<file path="src/sv/bencst_pkg.sv">
// Shared constants, codes and types for the bencode stream tokenizer.
// Depends on nothing; every other file of the block imports this package.
package bencst_pkg;

    localparam int DEF_MAX_DEPTH   = 32;
    localparam int DEF_LENGTH_BITS = 32;

    // Bytes with a fixed meaning in the bencode grammar.
    localparam logic [7:0] CH_COLON = 8'h3A;
    localparam logic [7:0] CH_E     = 8'h65;
    localparam logic [7:0] CH_I     = 8'h69;
    localparam logic [7:0] CH_L     = 8'h6C;
    localparam logic [7:0] CH_D     = 8'h64;
    localparam logic [7:0] CH_MINUS = 8'h2D;
    localparam logic [7:0] CH_ZERO  = 8'h30;
    localparam logic [7:0] CH_NINE  = 8'h39;

    // Parse phases.
    localparam logic [1:0] PH_VALUE = 2'd0;
    localparam logic [1:0] PH_LEN   = 2'd1;
    localparam logic [1:0] PH_BODY  = 2'd2;
    localparam logic [1:0] PH_INT   = 2'd3;

    // Container kinds held on the stack; CK_NONE stands for an empty stack.
    localparam logic [1:0] CK_LIST = 2'd0;
    localparam logic [1:0] CK_DKEY = 2'd1;
    localparam logic [1:0] CK_DVAL = 2'd2;
    localparam logic [1:0] CK_NONE = 2'd3;

    // Token kinds.
    localparam logic [2:0] TK_LIST_OPEN = 3'd0;
    localparam logic [2:0] TK_DICT_OPEN = 3'd1;
    localparam logic [2:0] TK_CLOSE     = 3'd2;
    localparam logic [2:0] TK_STR_HDR   = 3'd3;
    localparam logic [2:0] TK_STR_BYTE  = 3'd4;
    localparam logic [2:0] TK_INTEGER   = 3'd5;
    localparam logic [2:0] TK_ERROR     = 3'd6;

    // Error codes.
    localparam logic [2:0] ER_NONE      = 3'd0;
    localparam logic [2:0] ER_BAD_START = 3'd1;
    localparam logic [2:0] ER_BAD_LEN   = 3'd2;
    localparam logic [2:0] ER_BAD_INT   = 3'd3;
    localparam logic [2:0] ER_INT_OVF   = 3'd4;
    localparam logic [2:0] ER_LEN_OVF   = 3'd5;
    localparam logic [2:0] ER_KEY       = 3'd6;
    localparam logic [2:0] ER_DEEP      = 3'd7;

    typedef struct packed {
        logic [2:0]  kind;
        logic [63:0] value;
        logic        key;
        logic        last;
        logic [5:0]  depth;
        logic        complete;
        logic [2:0]  code;
    } t_token;

    // Stack command: clear applies first, then push or pop, then flip of the
    // resulting top entry (dictionary key and value alternate).
    typedef struct packed {
        logic       clear;
        logic       push;
        logic       pop;
        logic       flip;
        logic [1:0] kind;
    } t_stk_cmd;

endpackage

</file>
<file path="src/sv/bencst_stack.sv">
// Container-kind stack: the top entry sits in a register, the entries below
// it in a synchronous memory with a registered read and write forwarding.
// Depends on bencst_pkg.
module bencst_stack #(
    parameter int MAX_DEPTH = 32,
    parameter int DW        = 6
) (
    input  logic                 i_clk,
    input  logic                 i_rst_n,
    input  bencst_pkg::t_stk_cmd i_cmd,
    output logic [DW-1:0]        o_depth,
    output logic [1:0]           o_top
);
    import bencst_pkg::*;

    localparam int ADDR_W = (MAX_DEPTH > 1) ? $clog2(MAX_DEPTH) : 1;

    logic [1:0]        mem [2**ADDR_W];
    logic [DW-1:0]     r_depth, n_depth;
    logic [1:0]        r_top, n_top, top_pre;
    logic [DW-1:0]     base_depth;
    logic              we;
    logic [ADDR_W-1:0] waddr, raddr;
    logic [DW+1:0]     raddr_full;
    logic [1:0]        r_rd_data, r_fwd_data, below;
    logic              r_fwd;

    always_comb begin
        base_depth = i_cmd.clear ? '0 : r_depth;
        we         = i_cmd.push && (base_depth != '0);
        waddr      = ADDR_W'(base_depth - DW'(1));
        below      = r_fwd ? r_fwd_data : r_rd_data;

        n_depth = base_depth;
        top_pre = r_top;
        if (i_cmd.push) begin
            n_depth = base_depth + DW'(1);
            top_pre = i_cmd.kind;
        end else if (i_cmd.pop) begin
            n_depth = base_depth - DW'(1);
            top_pre = below;
        end

        n_top = top_pre;
        if (i_cmd.flip) begin
            if (top_pre == CK_DKEY) begin
                n_top = CK_DVAL;
            end else if (top_pre == CK_DVAL) begin
                n_top = CK_DKEY;
            end
        end

        // The entry under the new top lives two below the new depth.
        raddr_full = {2'b00, n_depth} - (DW+2)'(2);
        raddr      = raddr_full[ADDR_W-1:0];
    end

    always_ff @(posedge i_clk) begin
        if (!i_rst_n) begin
            r_depth <= '0;
            r_fwd   <= 1'b0;
        end else begin
            r_depth <= n_depth;
            r_fwd   <= we && (waddr == raddr);
        end
    end

    always_ff @(posedge i_clk) begin
        if (we) begin
            mem[waddr] <= r_top;
        end
        r_rd_data  <= mem[raddr];
        r_fwd_data <= r_top;
        r_top      <= n_top;
    end

    assign o_depth = r_depth;
    assign o_top   = r_top;

    a_depth_range: assert property (@(posedge i_clk) disable iff (!i_rst_n)
        r_depth <= DW'(MAX_DEPTH))
        else $error("stack depth beyond its limit");

    a_cmd_excl: assert property (@(posedge i_clk) disable iff (!i_rst_n)
        !(i_cmd.push && i_cmd.pop))
        else $error("push and pop in the same cycle");

    a_pop_nonempty: assert property (@(posedge i_clk) disable iff (!i_rst_n)
        i_cmd.pop |-> (base_depth != '0))
        else $error("pop of an empty stack");

    a_push_top: assert property (@(posedge i_clk) disable iff (!i_rst_n)
        i_cmd.push |=> (r_top == $past(i_cmd.kind)))
        else $error("pushed kind not on top");

endmodule

</file>
<file path="src/sv/bencst_parse.sv">
// Per-byte parse step: phase, number accumulator, string length and flags,
// issuing stack commands and at most one token per byte.
// Depends on bencst_pkg.
module bencst_parse #(
    parameter int MAX_DEPTH   = 32,
    parameter int LENGTH_BITS = 32,
    parameter int DW          = 6
) (
    input  logic                  i_clk,
    input  logic                  i_rst_n,
    input  logic                  i_accept,
    input  logic [7:0]            i_data_byte,
    input  logic                  i_restart,
    input  logic [DW-1:0]         i_depth,
    input  logic [1:0]            i_top,
    output bencst_pkg::t_stk_cmd  o_cmd,
    output logic                  o_res_valid,
    output bencst_pkg::t_token    o_res
);
    import bencst_pkg::*;

    localparam logic [67:0] LEN_LIMIT = (68'(1) << LENGTH_BITS) - 68'(1);
    localparam logic [67:0] POS_LIMIT = (68'(1) << 63) - 68'(1);
    localparam logic [67:0] NEG_LIMIT = 68'(1) << 63;

    logic [1:0]             r_phase, n_phase, phase_e;
    logic [63:0]            r_acc, n_acc;
    logic [LENGTH_BITS-1:0] r_rem, n_rem;
    logic                   r_neg, n_neg, neg_e;
    logic                   r_seen, n_seen, seen_e;
    logic                   r_halt, n_halt, halt_e;
    logic [DW-1:0]          depth_e, depth_after;
    logic [1:0]             top_e;
    logic                   isdig, key;
    logic [3:0]             digit;
    logic [67:0]            prod, int_limit;

    always_comb begin
        isdig  = (i_data_byte >= CH_ZERO) && (i_data_byte <= CH_NINE);
        digit  = isdig ? 4'(i_data_byte - CH_ZERO) : 4'd0;
        // acc * 10 + digit, kept wide so that overflow is a plain compare.
        prod   = ({4'b0, r_acc} << 3) + ({4'b0, r_acc} << 1) + 68'(digit);

        phase_e = i_restart ? PH_VALUE : r_phase;
        neg_e   = i_restart ? 1'b0 : r_neg;
        seen_e  = i_restart ? 1'b0 : r_seen;
        halt_e  = i_restart ? 1'b0 : r_halt;
        depth_e = i_restart ? '0 : i_depth;
        top_e   = (depth_e == '0) ? CK_NONE : i_top;
        key     = (top_e == CK_DKEY);
        int_limit   = neg_e ? NEG_LIMIT : POS_LIMIT;
        depth_after = depth_e;

        n_phase = r_phase;
        n_acc   = r_acc;
        n_rem   = r_rem;
        n_neg   = r_neg;
        n_seen  = r_seen;
        n_halt  = r_halt;

        o_cmd       = '0;
        o_cmd.clear = i_accept && i_restart;
        o_res_valid = 1'b0;
        o_res       = '0;

        if (i_accept) begin
            n_phase = phase_e;
            n_neg   = neg_e;
            n_seen  = seen_e;
            n_halt  = halt_e;
        end

        if (i_accept && !halt_e) begin
            unique case (phase_e)
                PH_VALUE: begin
                    if (i_data_byte == CH_E) begin
                        if (depth_e == '0 || top_e == CK_DVAL) begin
                            o_res_valid = 1'b1;
                            o_res.kind  = TK_ERROR;
                            o_res.code  = ER_BAD_START;
                            n_halt      = 1'b1;
                        end else begin
                            o_cmd.pop      = 1'b1;
                            depth_after    = depth_e - DW'(1);
                            o_res_valid    = 1'b1;
                            o_res.kind     = TK_CLOSE;
                            o_res.complete = (depth_after == '0);
                            o_cmd.flip     = (depth_after != '0);
                            n_halt         = (depth_after == '0);
                        end
                    end else if (top_e == CK_DKEY && !isdig) begin
                        o_res_valid = 1'b1;
                        o_res.kind  = TK_ERROR;
                        o_res.code  = ER_KEY;
                        n_halt      = 1'b1;
                    end else if (isdig) begin
                        n_acc   = 64'(digit);
                        n_phase = PH_LEN;
                    end else if (i_data_byte == CH_I) begin
                        n_acc   = '0;
                        n_neg   = 1'b0;
                        n_seen  = 1'b0;
                        n_phase = PH_INT;
                    end else if (i_data_byte == CH_L || i_data_byte == CH_D) begin
                        o_res_valid = 1'b1;
                        if (depth_e >= DW'(MAX_DEPTH)) begin
                            o_res.kind = TK_ERROR;
                            o_res.code = ER_DEEP;
                            n_halt     = 1'b1;
                        end else begin
                            o_cmd.push  = 1'b1;
                            o_cmd.kind  = (i_data_byte == CH_L) ? CK_LIST : CK_DKEY;
                            depth_after = depth_e + DW'(1);
                            o_res.kind  = (i_data_byte == CH_L) ? TK_LIST_OPEN
                                                                : TK_DICT_OPEN;
                        end
                    end else begin
                        o_res_valid = 1'b1;
                        o_res.kind  = TK_ERROR;
                        o_res.code  = ER_BAD_START;
                        n_halt      = 1'b1;
                    end
                end
                PH_LEN: begin
                    if (isdig) begin
                        if (prod > LEN_LIMIT) begin
                            o_res_valid = 1'b1;
                            o_res.kind  = TK_ERROR;
                            o_res.code  = ER_LEN_OVF;
                            n_halt      = 1'b1;
                        end else begin
                            n_acc = prod[63:0];
                        end
                    end else if (i_data_byte == CH_COLON) begin
                        o_res_valid = 1'b1;
                        o_res.kind  = TK_STR_HDR;
                        o_res.key   = key;
                        if (r_acc == '0) begin
                            // An empty string ends its value at the header.
                            o_res.last     = 1'b1;
                            o_res.complete = (depth_e == '0);
                            o_cmd.flip     = (depth_e != '0);
                            n_halt         = (depth_e == '0);
                            n_phase        = PH_VALUE;
                        end else begin
                            o_res.value = r_acc;
                            n_rem       = r_acc[LENGTH_BITS-1:0];
                            n_phase     = PH_BODY;
                        end
                    end else begin
                        o_res_valid = 1'b1;
                        o_res.kind  = TK_ERROR;
                        o_res.code  = ER_BAD_LEN;
                        n_halt      = 1'b1;
                    end
                end
                PH_BODY: begin
                    o_res_valid = 1'b1;
                    o_res.kind  = TK_STR_BYTE;
                    o_res.value = {56'b0, i_data_byte};
                    o_res.key   = key;
                    n_rem       = r_rem - LENGTH_BITS'(1);
                    if (r_rem == LENGTH_BITS'(1)) begin
                        o_res.last     = 1'b1;
                        o_res.complete = (depth_e == '0);
                        o_cmd.flip     = (depth_e != '0);
                        n_halt         = (depth_e == '0);
                        n_phase        = PH_VALUE;
                    end
                end
                PH_INT: begin
                    if (i_data_byte == CH_MINUS && !seen_e && !neg_e) begin
                        n_neg = 1'b1;
                    end else if (isdig) begin
                        if (seen_e && r_acc == '0) begin
                            // Leading zero.
                            o_res_valid = 1'b1;
                            o_res.kind  = TK_ERROR;
                            o_res.code  = ER_BAD_INT;
                            n_halt      = 1'b1;
                        end else if (prod > int_limit) begin
                            o_res_valid = 1'b1;
                            o_res.kind  = TK_ERROR;
                            o_res.code  = ER_INT_OVF;
                            n_halt      = 1'b1;
                        end else begin
                            n_acc  = prod[63:0];
                            n_seen = 1'b1;
                        end
                    end else if (i_data_byte == CH_E) begin
                        o_res_valid = 1'b1;
                        if (!seen_e || (neg_e && r_acc == '0)) begin
                            o_res.kind = TK_ERROR;
                            o_res.code = ER_BAD_INT;
                            n_halt     = 1'b1;
                        end else begin
                            o_res.kind     = TK_INTEGER;
                            o_res.value    = neg_e ? (64'd0 - r_acc) : r_acc;
                            o_res.complete = (depth_e == '0);
                            o_cmd.flip     = (depth_e != '0);
                            n_halt         = (depth_e == '0);
                            n_phase        = PH_VALUE;
                        end
                    end else begin
                        o_res_valid = 1'b1;
                        o_res.kind  = TK_ERROR;
                        o_res.code  = ER_BAD_INT;
                        n_halt      = 1'b1;
                    end
                end
                default: begin
                    n_phase = PH_VALUE;
                end
            endcase
        end

        o_res.depth = 6'(depth_after);
    end

    always_ff @(posedge i_clk) begin
        if (!i_rst_n) begin
            r_phase <= PH_VALUE;
            r_neg   <= 1'b0;
            r_seen  <= 1'b0;
            r_halt  <= 1'b0;
        end else begin
            r_phase <= n_phase;
            r_neg   <= n_neg;
            r_seen  <= n_seen;
            r_halt  <= n_halt;
        end
    end

    always_ff @(posedge i_clk) begin
        r_acc <= n_acc;
        r_rem <= n_rem;
    end

endmodule

</file>
<file path="src/sv/bencst_outbuf.sv">
// Two-entry output buffer (output register plus skid register) that keeps
// the byte input flowing while a single token waits on the output.
// Depends on bencst_pkg.
module bencst_outbuf (
    input  logic               i_clk,
    input  logic               i_rst_n,
    input  logic               i_res_valid,
    input  bencst_pkg::t_token i_res,
    output logic               o_in_ready,
    output logic               o_out_valid,
    input  logic               i_out_ready,
    output bencst_pkg::t_token o_out
);
    import bencst_pkg::*;

    logic   r_out_v, r_skid_v;
    t_token r_out, r_skid;
    logic   load_out;

    assign load_out   = !r_out_v || i_out_ready;
    assign o_in_ready = !r_skid_v;

    always_ff @(posedge i_clk) begin
        if (!i_rst_n) begin
            r_out_v  <= 1'b0;
            r_skid_v <= 1'b0;
        end else if (load_out) begin
            r_out_v  <= r_skid_v || i_res_valid;
            r_skid_v <= r_skid_v && i_res_valid;
        end else if (i_res_valid) begin
            r_skid_v <= 1'b1;
        end
    end

    always_ff @(posedge i_clk) begin
        if (load_out) begin
            r_out <= r_skid_v ? r_skid : i_res;
            if (r_skid_v) begin
                r_skid <= i_res;
            end
        end else if (i_res_valid) begin
            r_skid <= i_res;
        end
    end

    assign o_out_valid = r_out_v;
    assign o_out       = r_out;

    a_skid_behind_out: assert property (@(posedge i_clk) disable iff (!i_rst_n)
        r_skid_v |-> r_out_v)
        else $error("skid entry held with an empty output register");

    a_no_write_when_full: assert property (@(posedge i_clk) disable iff (!i_rst_n)
        r_skid_v |-> !i_res_valid)
        else $error("token produced while the buffer is full");

endmodule

</file>
<file path="src/sv/bencode_stream_tokenizer_core.sv">
// Bencode stream tokenizer: at most one token per byte out. Bytes are taken one per
// cycle while o_in_ready is high; each token is registered in the output register,
// or in the skid register while the output stalls. The stack keeps up through its
// top register, the registered read of the memory below it and write forwarding.
// Reset (synchronous, active low) clears phase, flags, stack depth and output
// valids; the stack memory is not cleared and its contents are only used after being written.
module bencode_stream_tokenizer_core #(
    parameter int MAX_DEPTH   = bencst_pkg::DEF_MAX_DEPTH,
    parameter int LENGTH_BITS = bencst_pkg::DEF_LENGTH_BITS
) (
    input  logic               i_clk,
    input  logic               i_rst_n,
    input  logic               i_in_valid,
    output logic               o_in_ready,
    input  logic [7:0]         i_data_byte,
    input  logic               i_restart,
    output logic               o_out_valid,
    input  logic               i_out_ready,
    output logic [2:0]         o_token_kind,
    output logic signed [63:0] o_token_value,
    output logic               o_is_key,
    output logic               o_last_of_string,
    output logic [5:0]         o_nest_depth,
    output logic               o_value_complete,
    output logic [2:0]         o_error_code
);
    import bencst_pkg::*;

    localparam int DW = $clog2(MAX_DEPTH + 1);

    logic          accept;
    t_stk_cmd      stk_cmd;
    logic [DW-1:0] stk_depth;
    logic [1:0]    stk_top;
    logic          res_valid;
    t_token        res, out_tok;

    assign accept = i_in_valid && o_in_ready;

    bencst_stack #(
        .MAX_DEPTH (MAX_DEPTH),
        .DW        (DW)
    ) u_stack (
        .i_clk   (i_clk),
        .i_rst_n (i_rst_n),
        .i_cmd   (stk_cmd),
        .o_depth (stk_depth),
        .o_top   (stk_top)
    );

    bencst_parse #(
        .MAX_DEPTH   (MAX_DEPTH),
        .LENGTH_BITS (LENGTH_BITS),
        .DW          (DW)
    ) u_parse (
        .i_clk       (i_clk),
        .i_rst_n     (i_rst_n),
        .i_accept    (accept),
        .i_data_byte (i_data_byte),
        .i_restart   (i_restart),
        .i_depth     (stk_depth),
        .i_top       (stk_top),
        .o_cmd       (stk_cmd),
        .o_res_valid (res_valid),
        .o_res       (res)
    );

    bencst_outbuf u_outbuf (
        .i_clk       (i_clk),
        .i_rst_n     (i_rst_n),
        .i_res_valid (res_valid),
        .i_res       (res),
        .o_in_ready  (o_in_ready),
        .o_out_valid (o_out_valid),
        .i_out_ready (i_out_ready),
        .o_out       (out_tok)
    );

    assign o_token_kind     = out_tok.kind;
    assign o_token_value    = $signed(out_tok.value);
    assign o_is_key         = out_tok.key;
    assign o_last_of_string = out_tok.last;
    assign o_nest_depth     = out_tok.depth;
    assign o_value_complete = out_tok.complete;
    assign o_error_code     = out_tok.code;

endmodule
</file>
<file path="config.mk">
export PLATFORM = sky130hd
export DESIGN_NAME = bencode_stream_tokenizer_core
export DESIGN_NICKNAME = d
export VERILOG_FILES = /design/src/sv/bencst_pkg.sv /design/src/sv/bencst_stack.sv /design/src/sv/bencst_parse.sv /design/src/sv/bencst_outbuf.sv /design/src/sv/bencode_stream_tokenizer_core.sv
export SDC_FILE = /design/constraint.sdc
export NUM_CORES = 1
export LEC_CHECK = 0
export ABC_AREA = 1
export BUFFER_PORTS_ARGS = -buffer_cell sky130_fd_sc_hd__buf_2
export CORE_ASPECT_RATIO = 1.75
export CORE_MARGIN = 3
export CORE_UTILIZATION = 50
export DETAILED_ROUTE_END_ITERATION = 16
export PLACE_DENSITY_LB_ADDON = 0.15
export SYNTH_ARGS = -nofsm -noshare
export SYNTH_HDL_FRONTEND = slang
export SYNTH_SLANG_ARGS = --single-unit
export TNS_END_PERCENT = 5
</file>
<file path="constraint.sdc">
create_clock -name i_clk -period 10 [get_ports i_clk]
set_input_delay 1 -clock i_clk [delete_from_list [all_inputs] [get_ports i_clk]]
set_output_delay 1 -clock i_clk [all_outputs]
set_load 0.03 [all_outputs]
</file>
==> results.py, run 1 <==
metrics = {
    "timing": {
        "fin_skew_ns": 0.0316,
        "hold_ws_ns": 0.477,
        "rsz0062_at_grt": "no",
        "min_period_over_period_pct": 77.8,
        "slew_headroom_pct": 28.1,
        "max_freq_mhz": 128,
        "final_max_slew_viol_count": 0,
        "finalHoldViolCount": 0,
        "setup_viol": 0,
        "tns_ns": 0,
        "worst_pin_slew_ns": 1.08,
        "fin_crit_ns": 7.78,
    },
    "run": {
        "maxCapViolations": 0,
    },
    "worst_hold_path": {
        "hold_class": "register to register",
        "holdPathStages": 2,
    },
    "clocking": {
        "cts_tree": "done",
        "clockBufferDepth": 3,
        "cts_sinks": 338,
        "cts_setup_buffers": 0,
        "cts_resized": 0,
        "cts_hold_buf": 0,
        "clk_latency_ns": 0.59,
        "cts_buffers": 30,
        "h-tree-depth": 1,
        "cts_root_buffer": "clkbuf_16",
        "clk_pin_slew_worst_paths_ns": 0.07,
    },
    "final_layout": {
        "layout_common_cells": "nand2_1 (1153), inv_1 (635), nor2_1 (442)",
        "diodes": 0,
        "nFillCells": 5284,
        "mostFrequentLayoutCell": "nand2_1",
        "regArea_mm2": 0.00995,
        "nNetsFinal": 4025,
        "multi_input_area_mm2": 0.0142,
        "drive_gt1_share_pct": 6.25,
        "area_growth_pct": 8.08,
    },
    "critical_path": {
        "start_kind": "input pin",
        "worstPathArrival_ns": 8.00,
        "worstSetupPathType": "input pin to register",
        "crit_required_ns": 10.22,
        "endpoint_kind": "register",
        "slowest_delay_ns": 0.57,
        "critPathMostFrequentCell": "nand2_1",
        "cp_slowest_cell": "nor2_1",
        "rr_worst_depth": 34,
        "path_max_fanout": 79,
    },
    "synth": {
        "yosys.area_share.simple_pct": 30.1,
        "syn_inst": 3725,
        "yosysSeqAreaShare_pct": 37.0,
        "netlist_area_mm2": 0.0269,
        "synth_edf_count": 318,
        "muxShareOfSynthArea_pct": 0.0744,
        "synth_warnings": 0,
        "synth-main-ff-cell": "edfxtp_1",
        "syn_nets": 3948,
        "ys_ff_latch": 338,
        "synth_top_family_by_area": "simple AND/OR/NAND/NOR gates",
        "synth-compound-area-share_pct": 8.81,
        "synth_fa_ha_area_share_pct": 9.83,
        "synthXorXnorAreaFrac_pct": 3.70,
        "synthTopCellsByArea": "edfxtp_1 (36%), nand2_1 (16%), ha_1 (9.7%)",
        "async_flop_share_pct": 0,
        "yosys.area.top_type": "edfxtp_1",
        "synth_cell_types": 71,
        "synth_top_area_share_pct": 35.5,
        "synth_area_per_cell_um2": 7.22,
    },
    "pwr": {
        "swShare_pct": 28.6,
        "p_per_area_mw_per_mm2": 117,
        "p_leak_nw": 14.2,
        "p_switching_w": 0.000974,
        "internal_power_w": 0.00244,
        "pwr-share-seq_pct": 48.2,
        "p_clk_share_pct": 36.5,
        "ir_drop_mv": 0.123,
        "p_comb_share_pct": 15.2,
    },
    "routing": {
        "wl_per_cell_um": 20.8,
        "wl_um": 93500,
        "final_antenna_net_count": 0,
        "drc": 0,
        "dr_total_vias": 24500,
        "drt_iter0_drc": 1614,
        "detail_route.first_pass.iterations": 7,
        "viasPerCell": 5.45,
    },
    "placement": {
        "dpl.hpwl_um": 75900,
        "io_buffers": 93,
        "globalplace.congestion": 1.04,
    },
    "global_routing": {
        "antenna_found_initial": 0,
        "grt_max_degree": 82,
        "grt_remaining_overflow": 0,
        "grt_pass1_vias": 24500,
        "track_usage_pct": 32.3,
        "grt_pass1_wl_um": 141000,
    },
    "floorplanning": {
        "initial_core_util_pct": 51.0,
        "rows": 111,
        "dieWidth_um": 181,
        "die_area_mm2": 0.0567,
        "die_y_um": 313,
        "core-area_mm2": 0.0528,
        "ios": 94,
    },
    "status": {
        "status": "complete, no violations",
    },
}
logic make-up after synthesis:
kind of cell,after synthesis
xor+xnor,109
buf+inv,720
simple gates,1942
flops,338
fa+ha+maj,210
compound gates,404
mux,2
cell type report:
class                      count  share of cell area, %
sequential                   338                   34.2
multi-input combinational   2667                   48.7
timing repair buffer         109                   2.06
clock inverter                20                  0.779
tap                          678                   2.92
inverter                     656                   8.51
clock buffer                  36                   2.80
sequential cells by signal (all words and copies together), names as in the netlist, 2 cells and up:
| signal | cells |
|---|---|
| u_stack.r_rd_data | 2 |
| u_parse.r_phase | 2 |
| u_parse.r_rem | 32 |
| u_stack.r_fwd_data | 2 |
| u_outbuf.o_out | 79 |
| u_stack.mem | 64 |
| u_outbuf.r_skid | 79 |
| u_stack.o_top | 2 |
| u_parse.r_acc | 64 |
| u_stack.o_depth | 6 |
power by group through the flow:
stage	clock [W]	combinational, W	sequential (W)
2_1_floorplan	0	0.000292	0.00172
3_3_place_gp	0	0.000515	0.00167
4_1_cts	0.00127	0.000518	0.00164
5_1_grt	0.00132	0.000575	0.00165
6_report	0.00125	0.000520	0.00165
3_5_place_dp	0	0.000516	0.00168
worst max-delay path: cells and delay by family:
kind | cells | cell delay [ns]
buf+inv | 5 | 1.00
simple gates | 30 | 4.04
xor+xnor | 1 | 0.29
compound gates | 3 | 0.47
fa+ha+maj | 3 | 1.12
through the flow:
stage | total power [W] | instances | area, µm² | utilization (%) | setup slack [ns]
floorplan | 0.00201 | 3725 | 26900 | - | 0.205
global placement | 0.00219 | 4448 | 28000 | 53.1 | 1.91
detailed placement | 0.00219 | 4448 | 28000 | 53.1 | 1.71
CTS | 0.00343 | 4504 | 29100 | 55.1 | 2.32
global route | 0.00354 | 4504 | 29100 | 55.1 | 1.73
finish | 0.00341 | 4504 | 29100 | 55.1 | 2.22
path summary, 6_finish.rpt:
kind	to	startpoint	slack (ns)
hold / removal	u_parse.r_neg	u_parse.r_neg	0.48
setup reg to reg	u_outbuf.r_skid[18]	u_parse.r_acc[0]	3.68
setup / recovery	u_outbuf.r_skid[18]	i_data_byte[7]	2.22
hold reg to reg	u_parse.r_neg	u_parse.r_neg	0.48
synthesized netlist by cell type (4+ instances only):
master and count:
a21o_1 4, nor4_1 22, dfxtp_1 20, clkbuf_1 34, and2_1 9, inv_2 12, buf_6 9, ha_1 208
xnor2_1 14, o22ai_1 18, o21ai_0 114, clkinv_1 6, a211oi_1 8, nor2_1 443, nand2_2 7, xor2_1 91
nor3_2 5, buf_2 12, o211ai_1 20, nor3_1 40, nand2_1 1154, nand3_1 148, a22oi_1 7, inv_1 636
buf_4 4, nand3b_1 22, nand2_4 8, nor2_2 8, a31oi_1 10, nand4_1 54, a21oi_1 143, o21bai_1 12
o21ai_1 24, o31ai_1 8, edfxtp_1 318, a22o_1 10, o221ai_1 5, or2_2 7
metal layers:
layer / part of all wire, % / track usage (%) / routed length (µm) / vias up
li1: - / - / - / 12200
met1: 34 / 32.2 / 31700 / 11200
met2: 52 / 61.4 / 49000 / 829
met3: 4.3 / 2.51 / 4000 / 326
met4: 9.4 / 24.6 / 8760 / 0
met5: 0 / 0 / 0 / -
Power figures use the tool's default switching activity.
==> inputs of run 2 (changes only) <==
==> constraint.sdc (replaced) <==
create_clock -name i_clk -period 6.8 [get_ports i_clk]
set_input_delay 0.68 -clock i_clk [delete_from_list [all_inputs] [get_ports i_clk]]
set_output_delay 0.68 -clock i_clk [all_outputs]
set_load 0.03 [all_outputs]
==> run 2 against run 1 <==
Against the previous run:
- combinational power rose by 48%
- power grew 41%
- cell area rose by 0.24%
- global-route usage down 0.32 points
- die area did not move
==> results.py, run 2 (synthesis gave the netlist of run 1 again) <==
metrics = {
    "global_routing": {
        "antenna_found_initial": 1,
        "grt_max_degree": 82,
        "grt_pass1_vias": 24900,
        "grt_pass1_wl_um": 140000,
        "track_usage_pct": 32.0,
        "grt_remaining_overflow": 0,
    },
    "floorplanning": {
        "core-area_mm2": 0.0528,
        "ios": 94,
        "die_y_um": 313,
        "rows": 111,
        "dieWidth_um": 181,
        "die_area_mm2": 0.0567,
        "initial_core_util_pct": 51.0,
    },
    "final_layout": {
        "diodes": 0,
        "mostFrequentLayoutCell": "nand2_1",
        "nNetsFinal": 4043,
        "nFillCells": 5332,
        "fin_cells": 4520,
        "area_growth_pct": 8.34,
        "layout_common_cells": "nand2_1 (1153), inv_1 (634), nor2_1 (441)",
        "drive_gt1_share_pct": 6.64,
        "fin_area_mm2": 0.0291,
    },
    "critical_path": {
        "worstSetupPathType": "input pin to register",
        "cp_slowest_cell": "fa_1",
        "r2r_start": "u_parse.r_acc[23]",
        "start_kind": "input pin",
        "rr_worst_depth": 28,
        "endpoint_kind": "register",
        "critPathMostFrequentCell": "nand2_1",
        "regToRegEndpoint": "u_outbuf.r_skid[50]",
        "worstPathArrival_ns": 6.44,
        "crit_required_ns": 7.05,
        "path_max_fanout": 45,
        "slowest_delay_ns": 0.54,
        "rrSetupSlack_ns": 0.92,
    },
    "timing": {
        "max_freq_mhz": 162,
        "final_max_slew_viol_count": 0,
        "fin_crit_ns": 6.18,
        "min_period_over_period_pct": 90.9,
        "rsz0062_at_grt": "no",
        "finalHoldViolCount": 0,
        "setup_viol": 0,
        "worst_pin_slew_ns": 1.17,
        "slew_headroom_pct": 21.9,
        "tns_ns": 0,
        "fin_skew_ns": 0.0250,
        "hold_ws_ns": 0.430,
    },
    "clocking": {
        "clk_pin_slew_worst_paths_ns": 0.07,
        "cts_tree": "done",
        "cts_resized": 0,
        "cts_sinks": 338,
        "clockBufferDepth": 3,
        "cts_hold_buf": 0,
        "h-tree-depth": 1,
        "clk_latency_ns": 0.59,
        "cts_setup_buffers": 0,
        "cts_root_buffer": "clkbuf_16",
        "cts_buffers": 29,
    },
    "worst_hold_path": {
        "min_from": "i_rst_n",
        "holdPathStages": 3,
        "worstHoldEndpoint": "u_outbuf.r_skid_v",
        "hold_class": "input pin to register",
    },
    "pwr": {
        "pwr-share-seq_pct": 50.2,
        "p_switching_w": 0.00137,
        "p_leak_nw": 14.3,
        "p_per_area_mw_per_mm2": 165,
        "ir_drop_mv": 0.181,
        "internal_power_w": 0.00344,
        "p_clk_share_pct": 33.8,
        "swShare_pct": 28.5,
        "p_comb_share_pct": 16.0,
    },
    "routing": {
        "detail_route.first_pass.iterations": 6,
        "final_antenna_net_count": 0,
        "wl_per_cell_um": 20.6,
        "drt_iter0_drc": 1656,
        "viasPerCell": 5.49,
        "wl_um": 93100,
        "drc": 0,
        "dr_total_vias": 24800,
    },
    "placement": {
        "placed_area_mm2": 0.0282,
        "dp_cells": 4467,
        "dpl.hpwl_um": 76200,
        "io_buffers": 93,
        "globalplace.congestion": 1.09,
    },
    "run": {
        "maxCapViolations": 0,
    },
    "status": {
        "status": "complete, no violations",
    },
}
-- run 2: changes by cell type in the layout (fill, tap and decap cells not counted), sizes merged --
cell    delta
buf       +19
inv        -1
bufinv     -2
-- run 2: stage by stage --
step	utilization, %	setup slack, ns	power (W)
after CTS	55.2	0.677	0.00483
after floorplan	-	0.0251	0.00296
after global placement	53.5	0.230	0.00322
final	55.2	0.616	0.00482
after global routing	55.2	0.0137	0.00499
after detailed placement	53.5	0.102	0.00323
-- run 2: worst max-delay path by stage --
stage                        start             endpoint  slack (ns)  cells after the start
floorplan           i_data_byte[7]     u_parse.r_acc[0]        0.03                     33
global placement    i_data_byte[7]  u_outbuf.r_skid[57]        0.23                     43
detailed placement  i_data_byte[7]  u_outbuf.r_skid[50]        0.10                     43
CTS                 i_data_byte[7]  u_outbuf.r_skid[50]        0.68                     43
global route        i_data_byte[7]  u_outbuf.r_skid[55]        0.01                     43
finish              i_data_byte[7]  u_outbuf.r_skid[50]        0.62                     43
-- run 2: worst max-delay path: cells and delay by family --
kind | cells | cell delay, ns
AO/OA/AOI/OAI | 4 | 0.61
XOR/XNOR | 1 | 0.17
adder cells (fa/ha/maj) | 3 | 1.27
buffers and inverters | 6 | 0.72
AND/OR/NAND/NOR | 29 | 2.94
-- run 2: final cells by class --
cell class / instances / area (µm²) / share of cell area [%]
clock buffer: 36 / 752 / 2.58
clock inverter: 17 / 150 / 0.515
inverter: 656 / 2470 / 8.49
multi-input combinational: 2667 / 14200 / 48.6
sequential: 338 / 9950 / 34.2
tap: 678 / 848 / 2.91
timing repair buffer: 128 / 791 / 2.71
-- run 2: power by group through the flow --
stage | sequential (W) | combinational, W | clock (W)
after floorplan | 0.00253 | 0.000432 | 0
after global placement | 0.00246 | 0.000758 | 0
after detailed placement | 0.00246 | 0.000763 | 0
after CTS | 0.00242 | 0.000766 | 0.00165
after global routing | 0.00242 | 0.000850 | 0.00172
final | 0.00242 | 0.000769 | 0.00163
-- run 2: routing by layer --
metal,part of all wire (%),global-route usage (%)
met4,9.6,24.9
met1,34,32.2
met3,4.1,2.22
met5,0,0
met2,52,60.4
